## config.mk

```make
export PLATFORM = sky130hd
export DESIGN_NAME = friction_oscillator_heun_step_unit_flat
export DESIGN_NICKNAME = d
export VERILOG_FILES = /design/src/sv/fohs_pkg.sv /design/src/sv/fohs_stream_if.sv /design/src/sv/friction_oscillator_heun_step_unit.sv /design/src/sv/fohs_sequencer.sv /design/src/sv/fohs_datapath.sv /design/src/flat_wrapper.sv
export SDC_FILE = /design/constraint.sdc
export NUM_CORES = 2
export LEC_CHECK = 0
export BUFFER_PORTS_ARGS = -buffer_cell sky130_fd_sc_hd__buf_2
export CAP_MARGIN = 10
export CORE_MARGIN = 3
export CORE_UTILIZATION = 45
export CTS_CLUSTER_SIZE = 8
export DETAILED_ROUTE_END_ITERATION = 10
export PLACE_DENSITY_LB_ADDON = 0.05
export SYNTH_ARGS = -nofsm -noshare
export SYNTH_HDL_FRONTEND = slang
export SYNTH_SLANG_ARGS = --single-unit
```

## constraint.sdc

```tcl
create_clock -name clock -period 15.16 [get_ports clock]
set_clock_uncertainty 0.15 [all_clocks]
set_input_delay 0.758 -clock clock [delete_from_list [all_inputs] [get_ports clock]]
set_output_delay 0.758 -clock clock [all_outputs]
set_load 0.02 [all_outputs]
```

## src/sv/fohs_pkg.sv

```systemverilog
// ============================================================================
// fohs_pkg: shared types, constants and microcode for the oscillator step unit
// ----------------------------------------------------------------------------
// Fixed-point formats, channel payloads, the control word of the sequencer
// and the read-only program that drives the datapath.
// ============================================================================
package fohs_pkg;

   // Number formats: signed Q8.24 state words.
   localparam int WORD_WIDTH      = 32;
   localparam int FRAC_BITS       = 24;
   localparam int FIELD_WIDTH     = 32;
   localparam int CFG_WIDTH       = 31;
   localparam int CFG_INDEX_WIDTH = 2;

   typedef logic signed [WORD_WIDTH-1:0] word_type;
   typedef logic [CFG_WIDTH-1:0]         cfg_value_type;

   localparam word_type WORD_MAX = {1'b0, {(WORD_WIDTH-1){1'b1}}};
   localparam word_type WORD_MIN = {1'b1, {(WORD_WIDTH-1){1'b0}}};

   // Configuration register indexes and reset values.
   localparam logic [CFG_INDEX_WIDTH-1:0] CFG_STIFFNESS = 2'd0;
   localparam logic [CFG_INDEX_WIDTH-1:0] CFG_FRICTION  = 2'd1;
   localparam logic [CFG_INDEX_WIDTH-1:0] CFG_STEP      = 2'd2;

   localparam cfg_value_type STIFFNESS_RESET = 31'd1006632960;
   localparam cfg_value_type FRICTION_RESET  = 31'd16458449;
   localparam cfg_value_type STEP_RESET      = 31'd83886;

   // Channel payloads.
   typedef struct packed {
      logic                          cmd;
      logic signed [FIELD_WIDTH-1:0] load_position;
      logic signed [FIELD_WIDTH-1:0] load_velocity;
   } req_payload_type;

   typedef struct packed {
      logic signed [FIELD_WIDTH-1:0] position;
      logic signed [FIELD_WIDTH-1:0] velocity;
      logic                          saturated;
   } rsp_payload_type;

   typedef struct packed {
      logic [CFG_INDEX_WIDTH-1:0] index;
      cfg_value_type              data;
   } csr_payload_type;

   // Command codes.
   localparam logic CMD_STEP = 1'b0;
   localparam logic CMD_LOAD = 1'b1;

   // Operand sources of the datapath.
   typedef enum logic [3:0] {
      SRC_Y, SRC_Z, SRC_H, SRC_K, SRC_S, SRC_QI, SRC_YP, SRC_ZP, SRC_QN, SRC_T
   } src_type;

   // Destinations of the adder.
   typedef enum logic [2:0] {
      DST_QI, DST_YP, DST_ZP, DST_QN, DST_T, DST_Y, DST_Z
   } dst_type;

   typedef enum logic [1:0] {
      ALU_NOP, ALU_ADD, ALU_FRIC, ALU_LOAD
   } alu_op_type;

   // Scaling of the product: by 2^FRAC_BITS or by 2^(FRAC_BITS+1).
   typedef enum logic [1:0] {
      SCALE_NOP, SCALE_FULL, SCALE_HALF
   } scale_type;

   typedef enum logic [1:0] {
      SEQ_NEXT, SEQ_JUMP, SEQ_JUMP_LOAD, SEQ_END
   } seq_type;

   localparam int PC_WIDTH = 4;
   typedef logic [PC_WIDTH-1:0] pc_type;

   localparam pc_type STEP_ENTRY = 4'd0;
   localparam pc_type END_ADDR   = 4'd12;
   localparam pc_type LOAD_ADDR  = 4'd13;

   typedef struct packed {
      seq_type    seq;
      pc_type     target;
      logic       mul_en;
      src_type    mul_a;
      src_type    mul_b;
      logic       mul_neg;
      scale_type  scale;
      alu_op_type alu_op;
      src_type    alu_a;
      src_type    alu_b;
      dst_type    alu_dst;
   } ctrl_word_type;

   // Control word together with its execute strobe, from sequencer to datapath.
   typedef struct packed {
      logic          exec;
      ctrl_word_type word;
   } seq_ctrl_type;

   localparam ctrl_word_type CW_IDLE = '{
      seq: SEQ_NEXT, target: STEP_ENTRY, mul_en: 1'b0, mul_a: SRC_Y, mul_b: SRC_Y,
      mul_neg: 1'b0, scale: SCALE_NOP, alu_op: ALU_NOP, alu_a: SRC_Y, alu_b: SRC_Y,
      alu_dst: DST_T};

   // Microcode program. The multiplier, the scaler and the adder each take one
   // field group of a word, so the three stages overlap on different operands.
   function automatic ctrl_word_type ucode(pc_type pc);
      ctrl_word_type w;
      w = CW_IDLE;
      case (pc)
         4'd0: begin
            // qi, part 1: -k*y; dispatch on the command.
            w.mul_en = 1'b1; w.mul_a = SRC_K; w.mul_b = SRC_Y; w.mul_neg = 1'b1;
            w.seq = SEQ_JUMP_LOAD; w.target = LOAD_ADDR;
         end
         4'd1: begin
            w.scale = SCALE_FULL;
            w.mul_en = 1'b1; w.mul_a = SRC_H; w.mul_b = SRC_Z;
         end
         4'd2: begin
            w.alu_op = ALU_FRIC; w.alu_a = SRC_S; w.alu_b = SRC_Z; w.alu_dst = DST_QI;
            w.scale = SCALE_FULL;
         end
         4'd3: begin
            w.alu_op = ALU_ADD; w.alu_a = SRC_Y; w.alu_b = SRC_S; w.alu_dst = DST_YP;
            w.mul_en = 1'b1; w.mul_a = SRC_H; w.mul_b = SRC_QI;
         end
         4'd4: begin
            w.scale = SCALE_FULL;
         end
         4'd5: begin
            w.alu_op = ALU_ADD; w.alu_a = SRC_Z; w.alu_b = SRC_S; w.alu_dst = DST_ZP;
            w.mul_en = 1'b1; w.mul_a = SRC_K; w.mul_b = SRC_YP; w.mul_neg = 1'b1;
         end
         4'd6: begin
            w.scale = SCALE_FULL;
            w.alu_op = ALU_ADD; w.alu_a = SRC_Z; w.alu_b = SRC_ZP; w.alu_dst = DST_T;
         end
         4'd7: begin
            w.alu_op = ALU_FRIC; w.alu_a = SRC_S; w.alu_b = SRC_ZP; w.alu_dst = DST_QN;
            w.mul_en = 1'b1; w.mul_a = SRC_H; w.mul_b = SRC_T;
         end
         4'd8: begin
            w.scale = SCALE_HALF;
            w.alu_op = ALU_ADD; w.alu_a = SRC_QI; w.alu_b = SRC_QN; w.alu_dst = DST_T;
         end
         4'd9: begin
            w.alu_op = ALU_ADD; w.alu_a = SRC_Y; w.alu_b = SRC_S; w.alu_dst = DST_Y;
            w.mul_en = 1'b1; w.mul_a = SRC_H; w.mul_b = SRC_T;
         end
         4'd10: begin
            w.scale = SCALE_HALF;
         end
         4'd11: begin
            w.alu_op = ALU_ADD; w.alu_a = SRC_Z; w.alu_b = SRC_S; w.alu_dst = DST_Z;
         end
         4'd12: begin
            w.seq = SEQ_END;
         end
         4'd13: begin
            w.alu_op = ALU_LOAD;
            w.seq = SEQ_JUMP; w.target = END_ADDR;
         end
         default: begin
            w.seq = SEQ_END;
         end
      endcase
      return w;
   endfunction

endpackage

```

## src/sv/fohs_stream_if.sv

```systemverilog
// ============================================================================
// fohs_stream_if: valid/ready channel
// ----------------------------------------------------------------------------
// One transaction moves when valid and ready are both high at a rising edge.
// ============================================================================
interface fohs_stream_if #(
   parameter type payload_type = logic
) ();
   logic        valid;
   logic        ready;
   payload_type payload;

   modport source (output valid, output payload, input ready);
   modport sink   (input valid, input payload, output ready);
endinterface

```

## src/sv/friction_oscillator_heun_step_unit.sv

```systemverilog
// ============================================================================
// friction_oscillator_heun_step_unit: Heun step of a friction oscillator
// ----------------------------------------------------------------------------
// Top level: channel handshakes, configuration registers, result register.
// ============================================================================
// The unit holds the position and velocity of a mass-spring oscillator with
// Coulomb friction in signed Q8.24 and returns one result per request
// transaction. A step command advances the state by one Heun
// predictor-corrector step; a load command replaces the state and echoes it.
// One item is in work at a time; the microcode program runs the six scaled
// products of a step and their sums through a single shared multiplier,
// scaler and adder. The result register lets a new request be taken while
// the previous result still waits. Every clamp to the word range sets the
// saturated flag. Configuration writes are taken in every cycle and must be
// made only while no transaction is in work.
module friction_oscillator_heun_step_unit (
   input  logic         clock,
   input  logic         reset,
   fohs_stream_if.sink   req_chan,
   fohs_stream_if.source rsp_chan,
   fohs_stream_if.sink   csr_chan
);
   import fohs_pkg::*;

   cfg_value_type stiffness_ff, friction_ff, step_ff;
   logic          rsp_valid_ff;
   rsp_payload_type rsp_payload_ff;

   logic         req_accept, csr_accept, out_free, busy, done;
   seq_ctrl_type ctrl;
   word_type     position, velocity;
   logic         saturated;
   req_payload_type req_payload;
   csr_payload_type csr_payload;

   assign req_payload = req_chan.payload;
   assign csr_payload = csr_chan.payload;

   // Handshakes.
   assign req_chan.ready = !busy;
   assign csr_chan.ready = 1'b1;
   assign req_accept     = req_chan.valid && !busy;
   assign csr_accept     = csr_chan.valid;
   assign out_free       = !rsp_valid_ff || rsp_chan.ready;

   // Configuration registers.
   always_ff @(posedge clock) begin
      if (reset) begin
         stiffness_ff <= STIFFNESS_RESET;
         friction_ff  <= FRICTION_RESET;
         step_ff      <= STEP_RESET;
      end else if (csr_accept) begin
         case (csr_payload.index)
            CFG_STIFFNESS: stiffness_ff <= csr_payload.data;
            CFG_FRICTION:  friction_ff  <= csr_payload.data;
            CFG_STEP:      step_ff      <= csr_payload.data;
            default: begin
            end
         endcase
      end
   end

   fohs_sequencer u_sequencer (
      .clock     (clock),
      .reset     (reset),
      .start     (req_accept),
      .start_cmd (req_payload.cmd),
      .out_free  (out_free),
      .ctrl      (ctrl),
      .busy      (busy),
      .done      (done)
   );

   fohs_datapath u_datapath (
      .clock          (clock),
      .reset          (reset),
      .start          (req_accept),
      .start_position (word_type'(req_payload.load_position)),
      .start_velocity (word_type'(req_payload.load_velocity)),
      .ctrl           (ctrl),
      .stiffness      (word_type'({1'b0, stiffness_ff})),
      .friction       (word_type'({1'b0, friction_ff})),
      .step           (word_type'({1'b0, step_ff})),
      .position       (position),
      .velocity       (velocity),
      .saturated      (saturated)
   );

   // Result register.
   always_ff @(posedge clock) begin
      if (reset) begin
         rsp_valid_ff <= 1'b0;
      end else if (done) begin
         rsp_valid_ff <= 1'b1;
      end else if (rsp_chan.ready) begin
         rsp_valid_ff <= 1'b0;
      end
   end

   always_ff @(posedge clock) begin
      if (done) begin
         rsp_payload_ff.position  <= position[FIELD_WIDTH-1:0];
         rsp_payload_ff.velocity  <= velocity[FIELD_WIDTH-1:0];
         rsp_payload_ff.saturated <= saturated;
      end
   end

   assign rsp_chan.valid   = rsp_valid_ff;
   assign rsp_chan.payload = rsp_payload_ff;

endmodule

```

## src/sv/fohs_sequencer.sv

```systemverilog
// ============================================================================
// fohs_sequencer: step counter and microcode fetch
// ----------------------------------------------------------------------------
// Walks the program from the entry word on each accepted transaction, takes
// the command branch, and holds on the end word until the result register
// is free.
// ============================================================================
module fohs_sequencer (
   input  logic                  clock,
   input  logic                  reset,
   input  logic                  start,
   input  logic                  start_cmd,
   input  logic                  out_free,
   output fohs_pkg::seq_ctrl_type ctrl,
   output logic                  busy,
   output logic                  done
);
   import fohs_pkg::*;

   logic          busy_ff, busy_in;
   pc_type        pc_ff, pc_in;
   logic          load_ff, load_in;
   ctrl_word_type word;

   // Fetch the current control word.
   always_comb begin
      word       = ucode(pc_ff);
      ctrl.exec  = busy_ff;
      ctrl.word  = word;
      busy       = busy_ff;
      done       = busy_ff && (word.seq == SEQ_END) && out_free;
   end

   // Next step and branch selection.
   always_comb begin
      busy_in = busy_ff;
      pc_in   = pc_ff;
      load_in = load_ff;
      if (!busy_ff) begin
         if (start) begin
            busy_in = 1'b1;
            pc_in   = STEP_ENTRY;
            load_in = (start_cmd == CMD_LOAD);
         end
      end else begin
         case (word.seq)
            SEQ_NEXT:      pc_in = pc_ff + PC_WIDTH'(1);
            SEQ_JUMP:      pc_in = word.target;
            SEQ_JUMP_LOAD: pc_in = load_ff ? word.target : pc_ff + PC_WIDTH'(1);
            SEQ_END: begin
               if (out_free) begin
                  busy_in = 1'b0;
               end
            end
            default:       pc_in = pc_ff;
         endcase
      end
   end

   always_ff @(posedge clock) begin
      if (reset) begin
         busy_ff <= 1'b0;
         pc_ff   <= STEP_ENTRY;
         load_ff <= 1'b0;
      end else begin
         busy_ff <= busy_in;
         pc_ff   <= pc_in;
         load_ff <= load_in;
      end
   end

endmodule

```

## src/sv/fohs_datapath.sv

```systemverilog
// ============================================================================
// fohs_datapath: state registers, shared multiplier, scaler and adder
// ----------------------------------------------------------------------------
// Three stages driven by one control word: a magnitude multiplier, a
// round-and-clamp scaler, and a saturating adder with the friction term.
// ============================================================================
module fohs_datapath (
   input  logic                   clock,
   input  logic                   reset,
   input  logic                   start,
   input  fohs_pkg::word_type     start_position,
   input  fohs_pkg::word_type     start_velocity,
   input  fohs_pkg::seq_ctrl_type ctrl,
   input  fohs_pkg::word_type     stiffness,
   input  fohs_pkg::word_type     friction,
   input  fohs_pkg::word_type     step,
   output fohs_pkg::word_type     position,
   output fohs_pkg::word_type     velocity,
   output logic                   saturated
);
   import fohs_pkg::*;

   localparam int PROD_WIDTH = 2 * WORD_WIDTH;
   localparam int EXT_WIDTH  = PROD_WIDTH + 1;
   localparam logic [EXT_WIDTH-1:0] ROUND_FULL = EXT_WIDTH'(1) << (FRAC_BITS - 1);
   localparam logic [EXT_WIDTH-1:0] ROUND_HALF = EXT_WIDTH'(1) << FRAC_BITS;
   localparam logic [EXT_WIDTH-1:0] LIMIT_POS  =
      {{(EXT_WIDTH-WORD_WIDTH+1){1'b0}}, {(WORD_WIDTH-1){1'b1}}};

   // State and scratch registers.
   word_type y_ff, z_ff, qi_ff, yp_ff, zp_ff, qn_ff, t_ff, s_ff;
   word_type ld_pos_ff, ld_vel_ff;
   logic [PROD_WIDTH-1:0] p_ff, p_in;
   logic                  p_neg_ff, p_neg_in;
   logic                  p_inv_ff, p_inv_in;
   logic                  sat_ff;

   ctrl_word_type w;
   word_type mul_a_val, mul_b_val, alu_a_val, alu_b_val;
   logic [WORD_WIDTH-1:0] mag_a, mag_b;

   logic [EXT_WIDTH-1:0] lo2, scaled, limit;
   logic [WORD_WIDTH-1:0] clamped_mag;
   logic                 scale_over;
   logic                 res_neg;
   word_type             s_in;

   word_type                addend;
   logic signed [WORD_WIDTH:0] sum;
   logic                    alu_over;
   word_type                alu_res;

   function automatic word_type pick(src_type s);
      word_type v;
      case (s)
         SRC_Y:   v = y_ff;
         SRC_Z:   v = z_ff;
         SRC_H:   v = step;
         SRC_K:   v = stiffness;
         SRC_S:   v = s_ff;
         SRC_QI:  v = qi_ff;
         SRC_YP:  v = yp_ff;
         SRC_ZP:  v = zp_ff;
         SRC_QN:  v = qn_ff;
         SRC_T:   v = t_ff;
         default: v = '0;
      endcase
      return v;
   endfunction

   function automatic logic [WORD_WIDTH-1:0] mag(word_type v);
      logic [WORD_WIDTH-1:0] u;
      u = v;
      return u[WORD_WIDTH-1] ? (~u + WORD_WIDTH'(1)) : u;
   endfunction

   // Operand selection.
   always_comb begin
      w         = ctrl.word;
      mul_a_val = pick(w.mul_a);
      mul_b_val = pick(w.mul_b);
      alu_a_val = pick(w.alu_a);
      alu_b_val = pick(w.alu_b);
   end

   // Multiplier stage: product of magnitudes, the sign of the product and
   // whether the scaled product is to be negated afterwards.
   always_comb begin
      mag_a    = mag(mul_a_val);
      mag_b    = mag(mul_b_val);
      p_in     = PROD_WIDTH'(mag_a) * PROD_WIDTH'(mag_b);
      p_neg_in = mul_a_val[WORD_WIDTH-1] ^ mul_b_val[WORD_WIDTH-1];
      p_inv_in = w.mul_neg;
   end

   // Scaler stage: round half away from zero, shift down, clamp, apply sign.
   // A negated product is clamped first and then negated with saturation,
   // so its magnitude never exceeds the largest positive word.
   always_comb begin
      if (w.scale == SCALE_HALF) begin
         lo2    = {1'b0, p_ff} + ROUND_HALF;
         scaled = lo2 >> (FRAC_BITS + 1);
      end else begin
         lo2    = {1'b0, p_ff} + ROUND_FULL;
         scaled = lo2 >> FRAC_BITS;
      end
      limit       = LIMIT_POS + EXT_WIDTH'(p_neg_ff && !p_inv_ff);
      scale_over  = scaled > limit;
      res_neg     = p_neg_ff ^ p_inv_ff;
      clamped_mag = scale_over ? limit[WORD_WIDTH-1:0] : scaled[WORD_WIDTH-1:0];
      s_in = res_neg ? word_type'(~clamped_mag + WORD_WIDTH'(1)) : word_type'(clamped_mag);
   end

   // Adder stage; the friction op adds -f, +f or nothing by the sign of B.
   always_comb begin
      if (w.alu_op == ALU_FRIC) begin
         if (alu_b_val[WORD_WIDTH-1]) begin
            addend = friction;
         end else if (alu_b_val != '0) begin
            addend = -friction;
         end else begin
            addend = '0;
         end
      end else begin
         addend = alu_b_val;
      end
      sum      = {alu_a_val[WORD_WIDTH-1], alu_a_val} + {addend[WORD_WIDTH-1], addend};
      alu_over = sum[WORD_WIDTH] ^ sum[WORD_WIDTH-1];
      if (alu_over) begin
         alu_res = sum[WORD_WIDTH] ? WORD_MIN : WORD_MAX;
      end else begin
         alu_res = sum[WORD_WIDTH-1:0];
      end
   end

   // Control-side registers: state and the saturation flag.
   always_ff @(posedge clock) begin
      if (reset) begin
         y_ff   <= '0;
         z_ff   <= '0;
         sat_ff <= 1'b0;
      end else if (start) begin
         sat_ff <= 1'b0;
      end else if (ctrl.exec) begin
         if ((w.scale == SCALE_FULL || w.scale == SCALE_HALF) && scale_over) begin
            sat_ff <= 1'b1;
         end
         if ((w.alu_op == ALU_ADD || w.alu_op == ALU_FRIC) && alu_over) begin
            sat_ff <= 1'b1;
         end
         case (w.alu_op)
            ALU_LOAD: begin
               y_ff <= ld_pos_ff;
               z_ff <= ld_vel_ff;
            end
            ALU_ADD, ALU_FRIC: begin
               if (w.alu_dst == DST_Y) begin
                  y_ff <= alu_res;
               end
               if (w.alu_dst == DST_Z) begin
                  z_ff <= alu_res;
               end
            end
            default: begin
            end
         endcase
      end
   end

   // Payload registers: loaded values, product, scaled value and temporaries.
   always_ff @(posedge clock) begin
      if (start) begin
         ld_pos_ff <= start_position;
         ld_vel_ff <= start_velocity;
      end
      if (ctrl.exec) begin
         if (w.mul_en) begin
            p_ff     <= p_in;
            p_neg_ff <= p_neg_in;
            p_inv_ff <= p_inv_in;
         end
         if (w.scale == SCALE_FULL || w.scale == SCALE_HALF) begin
            s_ff <= s_in;
         end
         if (w.alu_op == ALU_ADD || w.alu_op == ALU_FRIC) begin
            case (w.alu_dst)
               DST_QI:  qi_ff <= alu_res;
               DST_YP:  yp_ff <= alu_res;
               DST_ZP:  zp_ff <= alu_res;
               DST_QN:  qn_ff <= alu_res;
               DST_T:   t_ff  <= alu_res;
               default: begin
               end
            endcase
         end
      end
   end

   assign position  = y_ff;
   assign velocity  = z_ff;
   assign saturated = sat_ff;

endmodule

```

## src/flat_wrapper.sv

```systemverilog
// flat-port wrapper written by rule: the top's interface ports become plain ports
module friction_oscillator_heun_step_unit_flat import fohs_pkg::*;
  (clock, reset, req_chan_valid, req_chan_payload, req_chan_ready, rsp_chan_valid, rsp_chan_payload, rsp_chan_ready, csr_chan_valid, csr_chan_payload, csr_chan_ready);
  fohs_stream_if #(.payload_type(req_payload_type)) req_chan_i ();
  fohs_stream_if #(.payload_type(rsp_payload_type)) rsp_chan_i ();
  fohs_stream_if #(.payload_type(csr_payload_type)) csr_chan_i ();
  input  logic clock;
  input  logic reset;
  input wire logic [$bits(req_chan_i.valid)-1:0] req_chan_valid;
  input wire logic [$bits(req_chan_i.payload)-1:0] req_chan_payload;
  output wire logic [$bits(req_chan_i.ready)-1:0] req_chan_ready;
  output wire logic [$bits(rsp_chan_i.valid)-1:0] rsp_chan_valid;
  output wire logic [$bits(rsp_chan_i.payload)-1:0] rsp_chan_payload;
  input wire logic [$bits(rsp_chan_i.ready)-1:0] rsp_chan_ready;
  input wire logic [$bits(csr_chan_i.valid)-1:0] csr_chan_valid;
  input wire logic [$bits(csr_chan_i.payload)-1:0] csr_chan_payload;
  output wire logic [$bits(csr_chan_i.ready)-1:0] csr_chan_ready;
  assign req_chan_i.valid = req_chan_valid;
  assign req_chan_i.payload = req_chan_payload;
  assign req_chan_ready = req_chan_i.ready;
  assign rsp_chan_valid = rsp_chan_i.valid;
  assign rsp_chan_payload = rsp_chan_i.payload;
  assign rsp_chan_i.ready = rsp_chan_ready;
  assign csr_chan_i.valid = csr_chan_valid;
  assign csr_chan_i.payload = csr_chan_payload;
  assign csr_chan_ready = csr_chan_i.ready;
  friction_oscillator_heun_step_unit u_core (.clock(clock), .reset(reset), .req_chan(req_chan_i), .rsp_chan(rsp_chan_i), .csr_chan(csr_chan_i));
endmodule
```

==> qor.csv <==
stage,metric,value,unit
power_and_ir_drop,Power Dens Cells,76.4,nW/um2
logic_synthesis,mapped cell area,62900,um2
placement,routability-driven placement congestion ratio,0.992,
timing,setup TNS,0,ns
global_route,largest net degree at the start of global routing,89,
die,die width,380,um
die,Core Footprint,138000,um2
logic_synthesis,Yosys warnings,0,
die,Die Ht,380,um
critical_path,CP Class,reg -> reg,
clock_network,Clock Path Buffers,3,
power_and_ir_drop,leakage,30.7,nW
timing,RSZ-0062 raised after global routing,no,
clock_network,CTS tree,built,
clock_network,CTS buffer count,77,
clock_network,H-tree depth,3,
clock_network,"CTS clk-pin slew, worst paths",0.05,ns
critical_path,CP Max Fanout,18,
critical_path,worst path required time,15.41,ns
timing,Fmax achieved,72.7,MHz
global_route,number of global-route vias before repair,51814,
worst_hold_path,worst hold start,req_chan_payload[56],
critical_path,Critical path origin,u_core.u_sequencer.pc_ff[0],
global_route,GR Overflow Total,0,
cells_and_area,Area Growth Syn to Fin,9.83,%
critical_path,Worst setup SP type,register,
clock_network,Post-CTS Setup Bufs,0,
placement,PortBufs,169,
logic_synthesis,sequential area share after synthesis,0.226,
logic_synthesis,Synth cell types,116,
power_and_ir_drop,Max VDD drop,80.5,uV
global_route,total global-route track usage,0.337,
timing,slew at the pin closest to its max-slew limit,1.42,ns
logic_synthesis,synthesized flop and latch total,529,
critical_path,critical path's slowest cell,xor2_1,
timing,Slew Limit Headroom,0.0495,
logic_synthesis,post-synthesis average cell area,9.05,um2
global_route,first-pass GRT wire length,358,mm
critical_path,Max stage delay on crit path,1.03,ns
cells_and_area,max reg flops,65,
logic_synthesis,ys flop type,edfxtp_1,
cells_and_area,share of cells above drive strength 1,0.0937,
logic_synthesis,Async SR Flop Fraction,0,
logic_synthesis,"top cells by area, synth","fa_1 29%, edfxtp_1 17%, ha_1 6.8%",
critical_path,Worst Path Arrival,14.01,ns
die,I/O pin count,171,
routing,Vias,52124,
die,initial cell density of the core,0.455,
timing,Final Hold Viols,0,
clock_network,CTS resizes,0,
placement,placed insts,8822,
routing,final WL,244,mm
clock_network,Worst-Skew Late Latency,0.70,ns
logic_synthesis,"EDFF count, synth",364,
routing,Final ANT Viol Nets,0,
logic_synthesis,Synth area leader,fa_1,
job,max cap viols,0,
critical_path,Worst R2R Start,u_core.u_sequencer.pc_ff[0],
status,outcome,"finished, final reports clean",
worst_hold_path,worst hold path type,in -> reg,
clock_network,CTS Root Buffer Type,clkbuf_16,
routing,# DRC,0,
routing,DRT Pass-1 Iters,6,
timing,fin crit period,13.76,ns
clock_network,CTS Sinks,529,
logic_synthesis,Synth top area share,0.285,
timing,period utilisation layout,0.908,
timing,Final Setup Violations,0,
critical_path,Crit. End Element,register,
cells_and_area,Post-Route Utilization,0.500,
timing,worst hold margin,0.0819,ns
logic_synthesis,Post-Synthesis Cells,6950,
routing,vias per inst,5.81,
cells_and_area,Total Nets Final,8379,
critical_path,"CP delay by family, top",adder cells,
timing,fin. max-slew vios,0,
cells_and_area,post-route insts no fill,8969,
placement,DP HPWL,193,mm
critical_path,Worst path most repeated cell,fa_1,
routing,wire per inst,27.3,um
die,Placement Rows,136,
cells_and_area,fillers,13308,
routing,drt initial violations,6152,
die,full die area,144000,um2
clock_network,"Hold-fix buffers, CTS",0,
critical_path,Buf/Inv on CP,7,
global_route,initial antenna violation count,18,
[cell families after synthesis]
| family | share of synthesized area |
|---|---|
| AOI/OAI and AO/OA | 0.108 |
| muxes | 0.0185 |
| adders and majority gates | 0.355 |
| and+or+nand+nor | 0.162 |
| DFF | 0.226 |
| other | 0.000119 |
| buffers and inverters | 0.0924 |
| xor gates and xnor gates | 0.0372 |
[per-layer routing]
layer,vias to the layer above,global-route usage,part of all wire
met2,2479,0.506,0.43
met5,-,0,0.00034
met3,376,0.0723,0.097
met1,26577,0.484,0.43
li1,22680,-,-
met4,12,0.114,0.037
[Yosys cell counts, drive strengths merged, types with 61 or more instances]
master,n
inv,1111
nand2,999
fa,896
nor2,710
edfxtp,364
ha,341
a21oi,281
clkbuf,273
o21ai,215
dfxtp,165
xnor2,149
buf,112
xor2,112
nand3,94
nand2b,83
a21o,80
mux2i,74
nor3,61
[where the power goes]
part	internal (mW)	switching, mW
logic	0.571	1.27
registers	1.65	0.105
clock network	0.978	0.707
total	3.19	2.08
[per-stage QoR]
step | power [mW] | setup slack (ns) | cell area [um2]
after floorplan | 2.83 | 4.31 | 63000
after detailed placement | 3.56 | 1.51 | 66700
after CTS | 5.27 | 1.45 | 69100
after global routing | 5.51 | 0.879 | 69100
final | 5.28 | 1.40 | 69100
after global placement | 3.56 | 1.72 | 66700
[layout make-up]
| class | instances | area [um2] | share of cell area |
|---|---|---|---|
| diodes | 9 | 22.5 | 0.000326 |
| clock buffers | 129 | 2150 | 0.0312 |
| clock inverters | 8 | 205 | 0.00297 |
| inverters | 1112 | 4170 | 0.0604 |
| multi-input cells | 4938 | 43500 | 0.630 |
| flip-flops and latches | 529 | 14200 | 0.206 |
| well taps | 1863 | 2330 | 0.0337 |
| repair buffers | 381 | 2450 | 0.0355 |
[final timing paths]
check,depth (start not counted),endpoint,slack (ns)
worst max register to register,37,u_core.u_datapath.p_ff[63],1.40
worst min-delay path,1,u_core.u_datapath.ld_pos_ff[24],0.08
worst min register to register,0,u_core.rsp_chan.payload[0],0.29
worst max-delay path,37,u_core.u_datapath.p_ff[63],1.40
[layout by cell type, fill, tap and decap left out, types with 36 or more instances in the layout]
cell type / instances
fa_1: 896
a311oi_1: 57
a21oi_1: 279
nand3_1: 94
mux2_2: 36
nand2_1: 996
nand2b_1: 83
xnor2_1: 112
buf_2: 168
and2_1: 41
a222oi_1: 38
buf_4: 210
dfxtp_1: 163
mux2i_1: 74
nand3b_1: 45
nor2_1: 706
o21ai_0: 191
nand4_1: 55
xor2_1: 86
inv_1: 1108
clkbuf_16: 78
nor3_1: 57
ha_1: 337
edfxtp_1: 364
clkbuf_1: 50
a21o_1: 79
(Power assumes the default switching activity.)
